===== config.mk =====
export PLATFORM = sky130hd
export DESIGN_NAME = json_key_price_extractor
export DESIGN_NICKNAME = d
export VERILOG_FILES = /design/src/rtl/core/jkpe_pkg.sv /design/src/rtl/core/json_key_price_extractor.sv /design/src/rtl/core/jkpe_cell.sv /design/src/rtl/core/jkpe_parse.sv /design/src/rtl/core/jkpe_result.sv
export SDC_FILE = /design/constraint.sdc
export NUM_CORES = 1
export LEC_CHECK = 0
export ABC_AREA = 0
export BUFFER_PORTS_ARGS = -buffer_cell sky130_fd_sc_hd__buf_2
export CORE_MARGIN = 4
export CORE_UTILIZATION = 36
export DETAILED_ROUTE_END_ITERATION = 16
export HOLD_SLACK_MARGIN = 0.03
export PLACE_DENSITY = 0.64
export SYNTH_ARGS = -nofsm -noshare
export SYNTH_HDL_FRONTEND = slang
export SYNTH_SLANG_ARGS = --single-unit

===== constraint.sdc =====
create_clock -name clk_i -period 9.5 [get_ports clk_i]
set_input_delay 0 -clock clk_i [delete_from_list [all_inputs] [get_ports clk_i]]
set_output_delay 0 -clock clk_i [all_outputs]
set_load 0.01 [all_outputs]

===== src/rtl/core/jkpe_pkg.sv =====
package jkpe_pkg;

  localparam int unsigned KEY_BYTES = 8;
  localparam int unsigned LEN_W     = 4;
  localparam int unsigned WHOLE_W   = 31;
  localparam int unsigned FRAC_W    = 7;
  localparam int unsigned MAG_W     = 38;

  localparam logic [MAG_W-1:0] MAG_LIMIT = MAG_W'(32'h7FFF_FFFF);
  localparam logic [3:0]       SEEN_MAX  = 4'd15;

  localparam logic [7:0] CH_NUL   = 8'h00;
  localparam logic [7:0] CH_COLON = 8'h3A;
  localparam logic [7:0] CH_SPACE = 8'h20;
  localparam logic [7:0] CH_MINUS = 8'h2D;
  localparam logic [7:0] CH_DOT   = 8'h2E;
  localparam logic [7:0] CH_ZERO  = 8'h30;
  localparam logic [7:0] CH_NINE  = 8'h39;

  typedef enum logic [0:0] {
    REG_KEY_LENGTH = 1'b0,
    REG_KEY_TEXT   = 1'b1
  } cfg_reg_e;

  typedef enum logic [2:0] {
    PH_KEY   = 3'd0,
    PH_COLON = 3'd1,
    PH_SPACE = 3'd2,
    PH_SIGN  = 3'd3,
    PH_WHOLE = 3'd4,
    PH_FRAC  = 3'd5,
    PH_DONE  = 3'd6
  } phase_e;

  typedef enum logic [1:0] {
    ST_OK       = 2'd0,
    ST_NO_KEY   = 2'd1,
    ST_NO_COLON = 2'd2,
    ST_OVERFLOW = 2'd3
  } status_e;

  typedef struct packed {
    logic shift;
    logic clear;
  } cell_ctrl_t;

  typedef struct packed {
    status_e              code;
    logic                 neg;
    logic                 too_large;
    logic [WHOLE_W-1:0]   whole;
    logic [FRAC_W-1:0]    frac;
  } raw_res_t;

endpackage


===== src/rtl/core/json_key_price_extractor.sv =====
// Key/price extractor for a byte-serial text body.
// Input channel (in_valid_i/in_ready_o): one body byte per word, with
// end_of_body_i marking the last byte; a zero byte also ends the body.
// Output channel (out_valid_o/out_ready_i): one word per body, carrying
// price_hundredths_o (signed, value times 100) and status_o
// (0 ok, 1 key missing, 2 colon missing, 3 overflow).
// Config channel (cfg_valid_i/cfg_ready_o): index 0 key_length, index 1
// key_text; always ready. The user writes them only while the block is idle;
// the block itself does not enforce this. Throughput: one byte per cycle while
// in_ready_o is high. The key window is a row of eight byte cells shifting once
// per byte during the key search; parsing updates the accumulators in the same
// cycle. Three result stages (capture, multiply by 100, range check/negate)
// carry the result word of the ending byte, in that order, to out_valid_o.
// The three result stages drain independently, so bytes keep flowing while
// a result waits; in_ready_o drops only when all three stages are full.
// Reset: key_length 3, key_text 0x226323, window and parse state cleared,
// no result pending.
module json_key_price_extractor (
  input  logic               clk_i,
  input  logic               rst_ni,
  input  logic               in_valid_i,
  output logic               in_ready_o,
  input  logic [7:0]         body_byte_i,
  input  logic               end_of_body_i,
  output logic               out_valid_o,
  input  logic               out_ready_i,
  output logic signed [31:0] price_hundredths_o,
  output logic [1:0]         status_o,
  input  logic               cfg_valid_i,
  output logic               cfg_ready_o,
  input  logic [0:0]         cfg_index_i,
  input  logic [63:0]        cfg_data_i
);

  logic [jkpe_pkg::LEN_W-1:0]      key_length_q;
  logic [63:0]                     key_text_q;
  logic [jkpe_pkg::LEN_W-1:0]      used_len;
  logic                            take;
  logic                            emit;
  logic                            res_free;
  logic                            win_match;
  logic [jkpe_pkg::KEY_BYTES-1:0]  cell_match;
  logic [7:0]                      cell_byte [jkpe_pkg::KEY_BYTES];
  jkpe_pkg::cell_ctrl_t            cell_ctrl;
  jkpe_pkg::raw_res_t              raw;

  assign cfg_ready_o = 1'b1;
  assign in_ready_o  = res_free;
  assign take        = in_valid_i && res_free;
  assign used_len    = (key_length_q > jkpe_pkg::LEN_W'(jkpe_pkg::KEY_BYTES))
                     ? jkpe_pkg::LEN_W'(jkpe_pkg::KEY_BYTES) : key_length_q;

  always_ff @(posedge clk_i or negedge rst_ni) begin
    if (!rst_ni) begin
      key_length_q <= jkpe_pkg::LEN_W'(3);
      key_text_q   <= 64'h0000_0000_0022_6323;
    end else if (cfg_valid_i) begin
      case (cfg_index_i)
        jkpe_pkg::REG_KEY_LENGTH: key_length_q <= cfg_data_i[jkpe_pkg::LEN_W-1:0];
        jkpe_pkg::REG_KEY_TEXT:   key_text_q   <= cfg_data_i;
        default: ;
      endcase
    end
  end

  for (genvar k = 0; k < jkpe_pkg::KEY_BYTES; k++) begin : g_cell
    if (k == 0) begin : g_head
      jkpe_cell u_cell (
        .clk_i      (clk_i),
        .rst_ni     (rst_ni),
        .ctrl_i     (cell_ctrl),
        .byte_i     (body_byte_i),
        .key_byte_i (key_text_q[8*k +: 8]),
        .byte_o     (cell_byte[k]),
        .match_o    (cell_match[k])
      );
    end else begin : g_body
      jkpe_cell u_cell (
        .clk_i      (clk_i),
        .rst_ni     (rst_ni),
        .ctrl_i     (cell_ctrl),
        .byte_i     (cell_byte[k-1]),
        .key_byte_i (key_text_q[8*k +: 8]),
        .byte_o     (cell_byte[k]),
        .match_o    (cell_match[k])
      );
    end
  end

  always_comb begin
    win_match = 1'b1;
    for (int k = 0; k < jkpe_pkg::KEY_BYTES; k++) begin
      if (jkpe_pkg::LEN_W'(k) < used_len) begin
        win_match = win_match && cell_match[k];
      end
    end
  end

  jkpe_parse u_parse (
    .clk_i       (clk_i),
    .rst_ni      (rst_ni),
    .take_i      (take),
    .byte_i      (body_byte_i),
    .last_i      (end_of_body_i),
    .used_len_i  (used_len),
    .win_match_i (win_match),
    .cell_ctrl_o (cell_ctrl),
    .emit_o      (emit),
    .raw_o       (raw)
  );

  jkpe_result u_result (
    .clk_i              (clk_i),
    .rst_ni             (rst_ni),
    .emit_i             (emit),
    .raw_i              (raw),
    .free_o             (res_free),
    .out_ready_i        (out_ready_i),
    .out_valid_o        (out_valid_o),
    .price_hundredths_o (price_hundredths_o),
    .status_o           (status_o)
  );

endmodule


===== src/rtl/core/jkpe_cell.sv =====
module jkpe_cell (
  input  logic                clk_i,
  input  logic                rst_ni,
  input  jkpe_pkg::cell_ctrl_t ctrl_i,
  input  logic [7:0]          byte_i,
  input  logic [7:0]          key_byte_i,
  output logic [7:0]          byte_o,
  output logic                match_o
);

  logic [7:0] byte_q;
  logic [7:0] byte_d;

  // match is taken on the incoming byte, i.e. the window after the shift
  assign match_o = (byte_i == key_byte_i);
  assign byte_o  = byte_q;

  always_comb begin
    byte_d = byte_q;
    if (ctrl_i.clear) begin
      byte_d = 8'd0;
    end else if (ctrl_i.shift) begin
      byte_d = byte_i;
    end
  end

  always_ff @(posedge clk_i or negedge rst_ni) begin
    if (!rst_ni) begin
      byte_q <= 8'd0;
    end else begin
      byte_q <= byte_d;
    end
  end

endmodule


===== src/rtl/core/jkpe_parse.sv =====
module jkpe_parse (
  input  logic                                 clk_i,
  input  logic                                 rst_ni,
  input  logic                                 take_i,
  input  logic [7:0]                           byte_i,
  input  logic                                 last_i,
  input  logic [jkpe_pkg::LEN_W-1:0]           used_len_i,
  input  logic                                 win_match_i,
  output jkpe_pkg::cell_ctrl_t                 cell_ctrl_o,
  output logic                                 emit_o,
  output jkpe_pkg::raw_res_t                   raw_o
);

  jkpe_pkg::phase_e               phase_q, phase_d, ph;
  logic [3:0]                     seen_q, seen_d;
  logic                           neg_q, neg_d, neg_n;
  logic [jkpe_pkg::WHOLE_W-1:0]   whole_q, whole_d, whole_n;
  logic [jkpe_pkg::FRAC_W-1:0]    fv_q, fv_d, fv_n;
  logic [1:0]                     fd_q, fd_d, fd_n;
  logic                           tl_q, tl_d, tl_n;
  logic                           run;
  logic                           digit;
  logic [34:0]                    whole_x10;
  logic [9:0]                     frac_x10;
  logic [jkpe_pkg::FRAC_W-1:0]    frac_adj;

  assign digit     = (byte_i >= jkpe_pkg::CH_ZERO) && (byte_i <= jkpe_pkg::CH_NINE);
  assign whole_x10 = {1'b0, whole_q, 3'b000} + {3'b000, whole_q, 1'b0} + 35'(byte_i[3:0]);
  assign frac_x10  = {fv_q, 3'b000} + {2'b00, fv_q, 1'b0} + 10'(byte_i[3:0]);

  always_comb begin
    ph          = phase_q;
    seen_d      = seen_q;
    neg_n       = neg_q;
    whole_n     = whole_q;
    fv_n        = fv_q;
    fd_n        = fd_q;
    tl_n        = tl_q;
    run         = 1'b1;
    cell_ctrl_o = '0;
    emit_o      = 1'b0;
    if (take_i) begin
      if (byte_i != jkpe_pkg::CH_NUL) begin
        if (ph == jkpe_pkg::PH_KEY) begin
          cell_ctrl_o.shift = 1'b1;
          if (seen_q != jkpe_pkg::SEEN_MAX) begin
            seen_d = seen_q + 4'd1;
          end
          if (used_len_i != '0) begin
            run = 1'b0;
            if ((seen_d >= used_len_i) && win_match_i) begin
              ph = jkpe_pkg::PH_COLON;
            end
          end else begin
            ph = jkpe_pkg::PH_COLON;
          end
        end
        if (run && ph == jkpe_pkg::PH_COLON) begin
          run = 1'b0;
          if (byte_i == jkpe_pkg::CH_COLON) begin
            ph = jkpe_pkg::PH_SPACE;
          end
        end
        if (run && ph == jkpe_pkg::PH_SPACE) begin
          if (byte_i == jkpe_pkg::CH_SPACE) begin
            run = 1'b0;
          end else begin
            ph = jkpe_pkg::PH_SIGN;
          end
        end
        if (run && ph == jkpe_pkg::PH_SIGN) begin
          ph = jkpe_pkg::PH_WHOLE;
          if (byte_i == jkpe_pkg::CH_MINUS) begin
            neg_n = 1'b1;
            run   = 1'b0;
          end
        end
        if (run && ph == jkpe_pkg::PH_WHOLE) begin
          run = 1'b0;
          if (digit) begin
            if (whole_x10 > 35'(jkpe_pkg::MAG_LIMIT)) begin
              tl_n    = 1'b1;
              whole_n = '1;
            end else begin
              whole_n = whole_x10[jkpe_pkg::WHOLE_W-1:0];
            end
          end else if (byte_i == jkpe_pkg::CH_DOT) begin
            ph = jkpe_pkg::PH_FRAC;
          end else begin
            ph = jkpe_pkg::PH_DONE;
          end
        end
        if (run && ph == jkpe_pkg::PH_FRAC) begin
          run = 1'b0;
          if (digit) begin
            if (fd_q < 2'd2) begin
              fv_n = frac_x10[jkpe_pkg::FRAC_W-1:0];
              fd_n = fd_q + 2'd1;
            end
          end else begin
            ph = jkpe_pkg::PH_DONE;
          end
        end
      end else if (ph == jkpe_pkg::PH_KEY && used_len_i == '0) begin
        ph = jkpe_pkg::PH_COLON;
      end
      emit_o = (byte_i == jkpe_pkg::CH_NUL) || last_i;
    end
    cell_ctrl_o.clear = emit_o;
  end

  // a single fraction digit counts as tenths
  assign frac_adj = (fd_n == 2'd1) ? 7'({fv_n, 3'b000} + {2'b00, fv_n, 1'b0}) : fv_n;

  always_comb begin
    raw_o.neg       = neg_n;
    raw_o.too_large = tl_n;
    raw_o.whole     = whole_n;
    raw_o.frac      = frac_adj;
    if (ph == jkpe_pkg::PH_KEY) begin
      raw_o.code = jkpe_pkg::ST_NO_KEY;
    end else if (ph == jkpe_pkg::PH_COLON) begin
      raw_o.code = jkpe_pkg::ST_NO_COLON;
    end else begin
      raw_o.code = jkpe_pkg::ST_OK;
    end
  end

  always_comb begin
    if (emit_o) begin
      phase_d = jkpe_pkg::PH_KEY;
      neg_d   = 1'b0;
      whole_d = '0;
      fv_d    = '0;
      fd_d    = '0;
      tl_d    = 1'b0;
    end else begin
      phase_d = ph;
      neg_d   = neg_n;
      whole_d = whole_n;
      fv_d    = fv_n;
      fd_d    = fd_n;
      tl_d    = tl_n;
    end
  end

  always_ff @(posedge clk_i or negedge rst_ni) begin
    if (!rst_ni) begin
      phase_q <= jkpe_pkg::PH_KEY;
      seen_q  <= '0;
      neg_q   <= 1'b0;
      whole_q <= '0;
      fv_q    <= '0;
      fd_q    <= '0;
      tl_q    <= 1'b0;
    end else begin
      phase_q <= phase_d;
      seen_q  <= emit_o ? 4'd0 : seen_d;
      neg_q   <= neg_d;
      whole_q <= whole_d;
      fv_q    <= fv_d;
      fd_q    <= fd_d;
      tl_q    <= tl_d;
    end
  end

endmodule


===== src/rtl/core/jkpe_result.sv =====
module jkpe_result (
  input  logic                clk_i,
  input  logic                rst_ni,
  input  logic                emit_i,
  input  jkpe_pkg::raw_res_t  raw_i,
  output logic                free_o,
  input  logic                out_ready_i,
  output logic                out_valid_o,
  output logic signed [31:0]  price_hundredths_o,
  output logic [1:0]          status_o
);

  logic                          s1_v_q, s2_v_q, s3_v_q;
  logic                          s1_free, s2_free, s3_free;
  jkpe_pkg::raw_res_t            s1_q;
  jkpe_pkg::status_e             s2_code_q;
  logic                          s2_neg_q, s2_tl_q;
  logic [jkpe_pkg::MAG_W-1:0]    s2_mag_q, s2_mag_d;
  logic [31:0]                   s3_val_q, s3_val_d;
  jkpe_pkg::status_e             s3_st_q, s3_st_d;

  assign s3_free = !s3_v_q || out_ready_i;
  assign s2_free = !s2_v_q || s3_free;
  assign s1_free = !s1_v_q || s2_free;
  assign free_o  = s1_free;

  assign s2_mag_d = (jkpe_pkg::MAG_W'(s1_q.whole) * jkpe_pkg::MAG_W'(7'd100))
                  + jkpe_pkg::MAG_W'(s1_q.frac);

  always_comb begin
    s3_val_d = 32'd0;
    s3_st_d  = s2_code_q;
    if (s2_code_q == jkpe_pkg::ST_OK) begin
      if (s2_tl_q || (s2_mag_q > jkpe_pkg::MAG_LIMIT)) begin
        s3_st_d = jkpe_pkg::ST_OVERFLOW;
      end else if (s2_neg_q) begin
        s3_val_d = 32'd0 - s2_mag_q[31:0];
      end else begin
        s3_val_d = s2_mag_q[31:0];
      end
    end
  end

  always_ff @(posedge clk_i or negedge rst_ni) begin
    if (!rst_ni) begin
      s1_v_q <= 1'b0;
      s2_v_q <= 1'b0;
      s3_v_q <= 1'b0;
    end else begin
      if (s1_free) begin
        s1_v_q <= emit_i;
      end
      if (s2_free) begin
        s2_v_q <= s1_v_q;
      end
      if (s3_free) begin
        s3_v_q <= s2_v_q;
      end
    end
  end

  always_ff @(posedge clk_i) begin
    if (s1_free) begin
      s1_q <= raw_i;
    end
    if (s2_free) begin
      s2_code_q <= s1_q.code;
      s2_neg_q  <= s1_q.neg;
      s2_tl_q   <= s1_q.too_large;
      s2_mag_q  <= s2_mag_d;
    end
    if (s3_free) begin
      s3_val_q <= s3_val_d;
      s3_st_q  <= s3_st_d;
    end
  end

  assign out_valid_o        = s3_v_q;
  assign price_hundredths_o = s3_val_q;
  assign status_o           = s3_st_q;

endmodule

# Word-level counts from Yosys, hierarchy flattened
# Cells that the tools add are included.
[totals]
register_bits = 294
input_bits = 79
output_inout_bits = 37
wordCells = 230
[classes]
addsub = 9
multipliers = 1
order_cmp = 15
n_eq_ne = 20
mux = 114
n_bitwise = 2
reduce_logical = 39
[ops]
columns = ["cell", "count"]
rows = [
  ["two-way mux 31 bit", 6],
  ["two-way mux 8 bit", 14],
  ["two-way mux 3 bit", 26],
  ["equality test 8 bit", 8],
  ["two-way mux 7 bit", 7],
  ["two-way mux 1 bit", 41],
  ["adder 38 x 7 -> 38 bit", 1],
  ["> comparator 38 x 31 -> 1 bit, second input constant", 1],
  ["multiplier 31 x 5 -> 36 bit, second input constant", 1],
  ["two-way mux 4 bit", 9],
  ["adder 34 x 32 -> 35 bit", 1],
  ["adder 35 x 4 -> 35 bit", 1],
  ["> comparator 35 x 31 -> 1 bit, second input constant", 1],
  ["equality test 8 x 6 -> 1 bit, second input constant", 4],
  ["two-way mux 32 bit", 1],
  ["subtractor 1 x 32 -> 32 bit, first input constant", 1],
  ["two-way mux 2 bit", 10],
  ["logical AND 1 bit", 16],
  ["less-than comparator 3 x 4 -> 1 bit, first input constant", 4],
  ["adder 7 bit", 2],
  ["greater-or-equal comparator 8 x 6 -> 1 bit, second input constant", 1],
  ["<= comparator 8 x 6 -> 1 bit, second input constant", 1],
  ["logical NOT 8 bit", 1],
  ["less-than comparator 1 x 4 -> 1 bit, first input constant", 2],
  ["24 further kinds", 40],
]

# Depth between registers and ports, before layout
[depth]
ltp_word = 51
ltp_mapped = 17
depth_no_buf = 16

# Cells and area by module
# From an unflattened synthesis, not the netlist that was laid out.
[hier_totals]
cells_unflattened = 2087
area_unflattened_um2 = 21155.3
[modules_own_cells]
columns = ["mod", "instances", "cells_each", "area_each_um2", "seq_area_each_um2"]
rows = [
  ["jkpe_result", 1, 895, 9112.5, 3618.5],
  ["jkpe_parse", 1, 729, 6048.3, 1226.2],
  ["jkpe_cell", 8, 37, 411.6, 200.2],
  ["json_key_price_extractor", 1, 167, 2701.3, 1715.4],
]

# Least setup slack after synthesis
# No wires, ideal clock.
[synth_timing]
path_type = "register to register"
start = "register u_result.s3_v_q (netlist: u_result.out_valid_o)"
end = "register u_result.s1_q[6] in the netlist's numbering, data pin"
setup_time_ps = 296
arrival_time_ps = 4367
t_required_ps = 9204
setup_slack_ps = 4836
path_stages_with_launch = 15
n_path_buf = 0
period_less_slack_ps = 4664
cell_sequence = "dfrtp_1 > nand4b_1 > and2_0 > nand4_2 > or3_1 > nor2_4 > mux2i_1 > inv_1 > ha_1 > a21o_1 > a21oi_1 > xnor2_1 > xnor2_1 > nand2_1 > o21ai_0"
[synth_rtl]
columns = ["element", "line_no", "text"]
rows = [
  ["start, declared", "jkpe_result.sv:13", "logic s1_v_q, s2_v_q, s3_v_q;"],
  ["start signal, assigned", "jkpe_result.sv:57", "s3_v_q <= s2_v_q;"],
  ["end signal, assigned", "jkpe_result.sv:64", "s1_q <= raw_i;"],
  ["end, declared", "jkpe_result.sv:15", "jkpe_pkg::raw_res_t s1_q;"],
]

# Worst setup path after layout
[layout_timing]
start = "register u_result.s1_q[19] in the netlist's numbering"
end = "register u_result.s2_mag_q[37] in the netlist's numbering, data pin"
[layout_between]
elab_chain_len = 2
[layout_rtl]
columns = ["element", "line_no", "text"]
rows = [
  ["multiplier 31 x 5 -> 36 bit", "jkpe_result.sv:27", "assign s2_mag_d = (jkpe_pkg::MAG_W'(s1_q.whole) * jkpe_pkg::MAG_W'(7'd100))"],
  ["adder 38 x 7 -> 38 bit", "jkpe_result.sv:28", "+ jkpe_pkg::MAG_W'(s1_q.frac);"],
  ["net u_result.s2_mag_d, one bit", "jkpe_result.sv:18", "logic [jkpe_pkg::MAG_W-1:0] s2_mag_q, s2_mag_d;"],
  ["end signal, assigned", "jkpe_result.sv:70", "s2_mag_q <= s2_mag_d;"],
  ["end, declared", "jkpe_result.sv:18", ""],
]
# The timed path passes the listed nets, and every way through them passes these cells.
# A chain may end at the register's enable or synchronous reset.

==> metrics.txt <==
setup slack on the worst flop-to-flop path 4650 ps; Pwr Density 175 nW/um^2; setup clock skew after layout 21.6 ps; peak fanout along the critical path 7; routed vias/inst 5.12; Post-Syn Nets 2117; detailed-route via count 13900; Net count, final 2298; initial drt markers 669; Hold Vio Cnt, Final 0; setup tns final 0 ps; class of the worst hold path in -> reg; Final Critical Period 4850 ps; initial antenna violation count 1; crit path kind reg -> reg; Final Total Pwr 3.95 mW; overall fraction of global-route tracks in use 0.143; FILL cells 4993; CP top delay family adder cells; post-route antenna net violation count 0; post-layout instance area 22500 sq um; Pint 2.68 mW; static leakage 10.4 nW; post-detailed-placement half-perimeter wirelength 30900 um; standard cell with the maximum stage delay on the critical path fa_1; leading post-synthesis cells by instance count ha_1 (182), inv_1 (175), dfrtp_1 (165); final max-slew violation count 0; maximum operating frequency 0.206 GHz; share of the synthesized area in the top cell type 0.213; final setup violation count 0; area of the core 53000 sq um; Die Footprint 57700 sq um; dominant cell by count in the synthesized netlist ha_1; total DRC errors in the routed layout 0; portion of total power attributed to sequential cells 0.423; clock-pin slew reported for the worst setup and hold paths after clock tree synthesis 60 ps; top flip-flop cell by instance count after synthesis dfrtp_1; number of detailed-routing iterations run before antenna repair 5; number of buffers and inverters on the critical path 2; largest stage delay on the critical path 500 ps; Area Growth Syn to Fin 16.1%; max_slew headroom 0.173; cell repeated most along the worst path ha_1; Skew-Pair Late Insertion Delay 530 ps; buffer type at the clock tree root clkbuf_16; maximum buffer depth of the clock tree 3; net switching power of the design 1.27 mW; netlist area before placement 19400 sq um; number of buffers added on ports 114; fraction of layout instances using a drive strength above 1 0.151; number of storage elements in the synthesis netlist 294; Worst Path Required 9780 ps; global-route wire length before repair 69600 um; peak supply drop 135 uV; RSZ-0062 raised after global routing no; effective utilization at floorplan 0.366; CP endpoint kind flip-flop; Area contributors post-synth dfrtp_1 (21%), edfxtp_1 (18%), ha_1 (12%); clock tree from TritonCTS yes; Die Y 240 um; result of the run complete, no violations; CTS buffer count 34; max-capacitance violation count 0; Worst Path Arrival 5130 ps; I/O Pins 116; async set-or-reset flop fraction in the synthesized netlist 0.599; number of synthesized flops with an enable pin 118; top cell type by total area after synthesis dfrtp_1; sequential element share of the synthesized area 0.410; share of power burned in the clock network 0.314; syn_area_per_cell 10.6 sq um; cell chain of the critical path ha_1 -> ha_1 -> inv_1 -> fa_1 -> inv_1 -> ha_1 -> a21oi_1 -> o22ai_1 -> a221oi_2 -> nor4b_1 -> or3_1 -> o31a_1 -> xnor2_2 -> nor4_1 -> nand4_1 -> xnor2_1; combinational share of power 0.263; routability congestion estimate from global placement 0.863; number of global-route vias before repair 14200; number of warnings printed during yosys synthesis 0; TritonCTS Sinks 294; H-tree levels 2; fraction of power spent switching nets 0.321; number of distinct library cells after synthesis 95; final routed wire length divided by cell count 15.3 um; standard cell area after detailed placement 20700 sq um; nature of the critical path startpoint flip-flop; number of placement rows 84; synthesized netlist cell count 1824; actual transition at the worst max-transition pin 1240 ps; Total Wirelength 41500 um; remaining global-route overflow 0; largest net degree at the start of global routing 99; part of the cycle the worst path needs 0.510; overall die width 240 um
[placed cells by master, fill, tap and decap left out, drive strengths merged, types with 19 or more instances in the layout]
master,Yosys,routed
o21ai,63,63
edfxtp,118,118
ha,182,182
a21o,26,26
mux2,69,69
a21oi,96,96
clkbuf,44,39
fa,32,32
xnor2,135,135
nor2,124,124
nand4,26,26
nor3,43,43
nor4,23,23
dfrtp,165,165
a211oi,20,20
xor2,48,48
nand2,87,87
inv,175,178
nor2b,19,19
buf,16,127
dlygate4sd3,0,78
nand3,25,25
a22o,59,59
[metrics by stage]
stage          hold slack, ps   util  worst slack [ps]  std cells
2_1_floorplan            -296      -              4840       1824
3_3_place_gp              164  0.391              4740       2579
3_5_place_dp              170  0.391              4640       2579
5_1_grt                  67.2  0.425              4230       2717
6_report                 67.1  0.425              4650       2717
4_1_cts                  51.3  0.425              4640       2716
[state kept, by name, summed over array words and instances (netlist names), 2 cells and up]
signal                       flops
u_parse.phase_q                  3
key_text_q                      64
key_length_q                     4
u_parse.whole_q                 31
u_parse.fd_q                     2
u_parse.fv_q                     7
g_cell.g_head.u_cell.byte_o      8
u_parse.seen_q                   4
u_result.s2_mag_q               38
u_result.s2_code_q               2
u_result.s1_q                   42
g_cell.g_body.u_cell.byte_o     48
u_result.status_o                2
u_result.price_hundredths_o     32
[metal layers]
metal,part of all wire,GRT usage,vias up
met1,0.47,0.195,6684
met5,0,0,-
met2,0.47,0.239,276
li1,-,-,6907
met3,0.045,0.0248,56
met4,0.018,0.0311,0
[repair_timing]
item / 4_1_cts / 5_1_grt
hold buffers: 78 / 0
endpoints found under the hold margin: 166 / 0
buffers inserted: 0 / 0
gates resized for setup: 0 / 0
setup endpoints to repair: 0 / 0
[layout make-up]
class                   instances  area, sq um  area share
repair buffers                205         1460      0.0646
diodes                          1         2.50    0.000111
flip-flops and latches        294         7960       0.353
multi-input cells            1295        10500       0.468
well taps                     688          861      0.0382
clock buffers                  39          870      0.0386
clock inverters                20          174     0.00772
inverters                     175          657      0.0292
[worst reg2reg max path: cells and delay by family (launching register included)]
kind | cells | cell delay, ps
adders and majority gates | 4 | 1470
AOI/OAI and AO/OA | 4 | 1120
xor gates and xnor gates | 2 | 320
DFF | 1 | 420
buffers and inverters | 2 | 100
and+or+nand+nor | 4 | 1170
[final timing paths]
check                                            start                         endpoint  cells after the start
min in group asynchronous                       rst_ni       key_text_q[31]$_DFFE_PN0P_                      2
min reg2reg                u_result.s1_q[39]$_DFFE_PN_      u_result.s2_neg_q$_DFFE_PP_                      0
min                                        cfg_valid_i      key_length_q[0]$_DFFE_PN1P_                      3
max reg2reg                u_result.s1_q[19]$_DFFE_PN_  u_result.s2_mag_q[37]$_DFFE_PP_                     16
max in group asynchronous                       rst_ni    u_parse.whole_q[11]$_DFF_PN0_                      3
max                        u_result.s1_q[19]$_DFFE_PN_  u_result.s2_mag_q[37]$_DFFE_PP_                     16
[power groups by stage]
stage	clock [mW]	sequential (mW)	combinational, mW
floorplan	0	1.67	0.749
global placement	0	1.69	0.991
finish	1.24	1.67	1.04
CTS	1.28	1.67	1.04
global route	1.33	1.69	1.17
detailed placement	0	1.69	1.01
[kinds of logic (layout without fill, tap and decap cells)]
| group | Yosys count | after routing | share of synthesized area |
|---|---|---|---|
| AO/OA/AOI/OAI | 382 | 382 | 0.143 |
| XOR/XNOR | 183 | 183 | 0.0840 |
| adder cells (fa/ha/maj) | 214 | 214 | 0.150 |
| buffers and inverters | 235 | 439 | 0.0467 |
| flip-flops | 294 | 294 | 0.410 |
| multiplexers | 85 | 85 | 0.0490 |
| other | 1 | 2 | 0.000193 |
| AND/OR/NAND/NOR | 430 | 430 | 0.117 |
No activity file was read; power rests on OpenSTA's default activity.
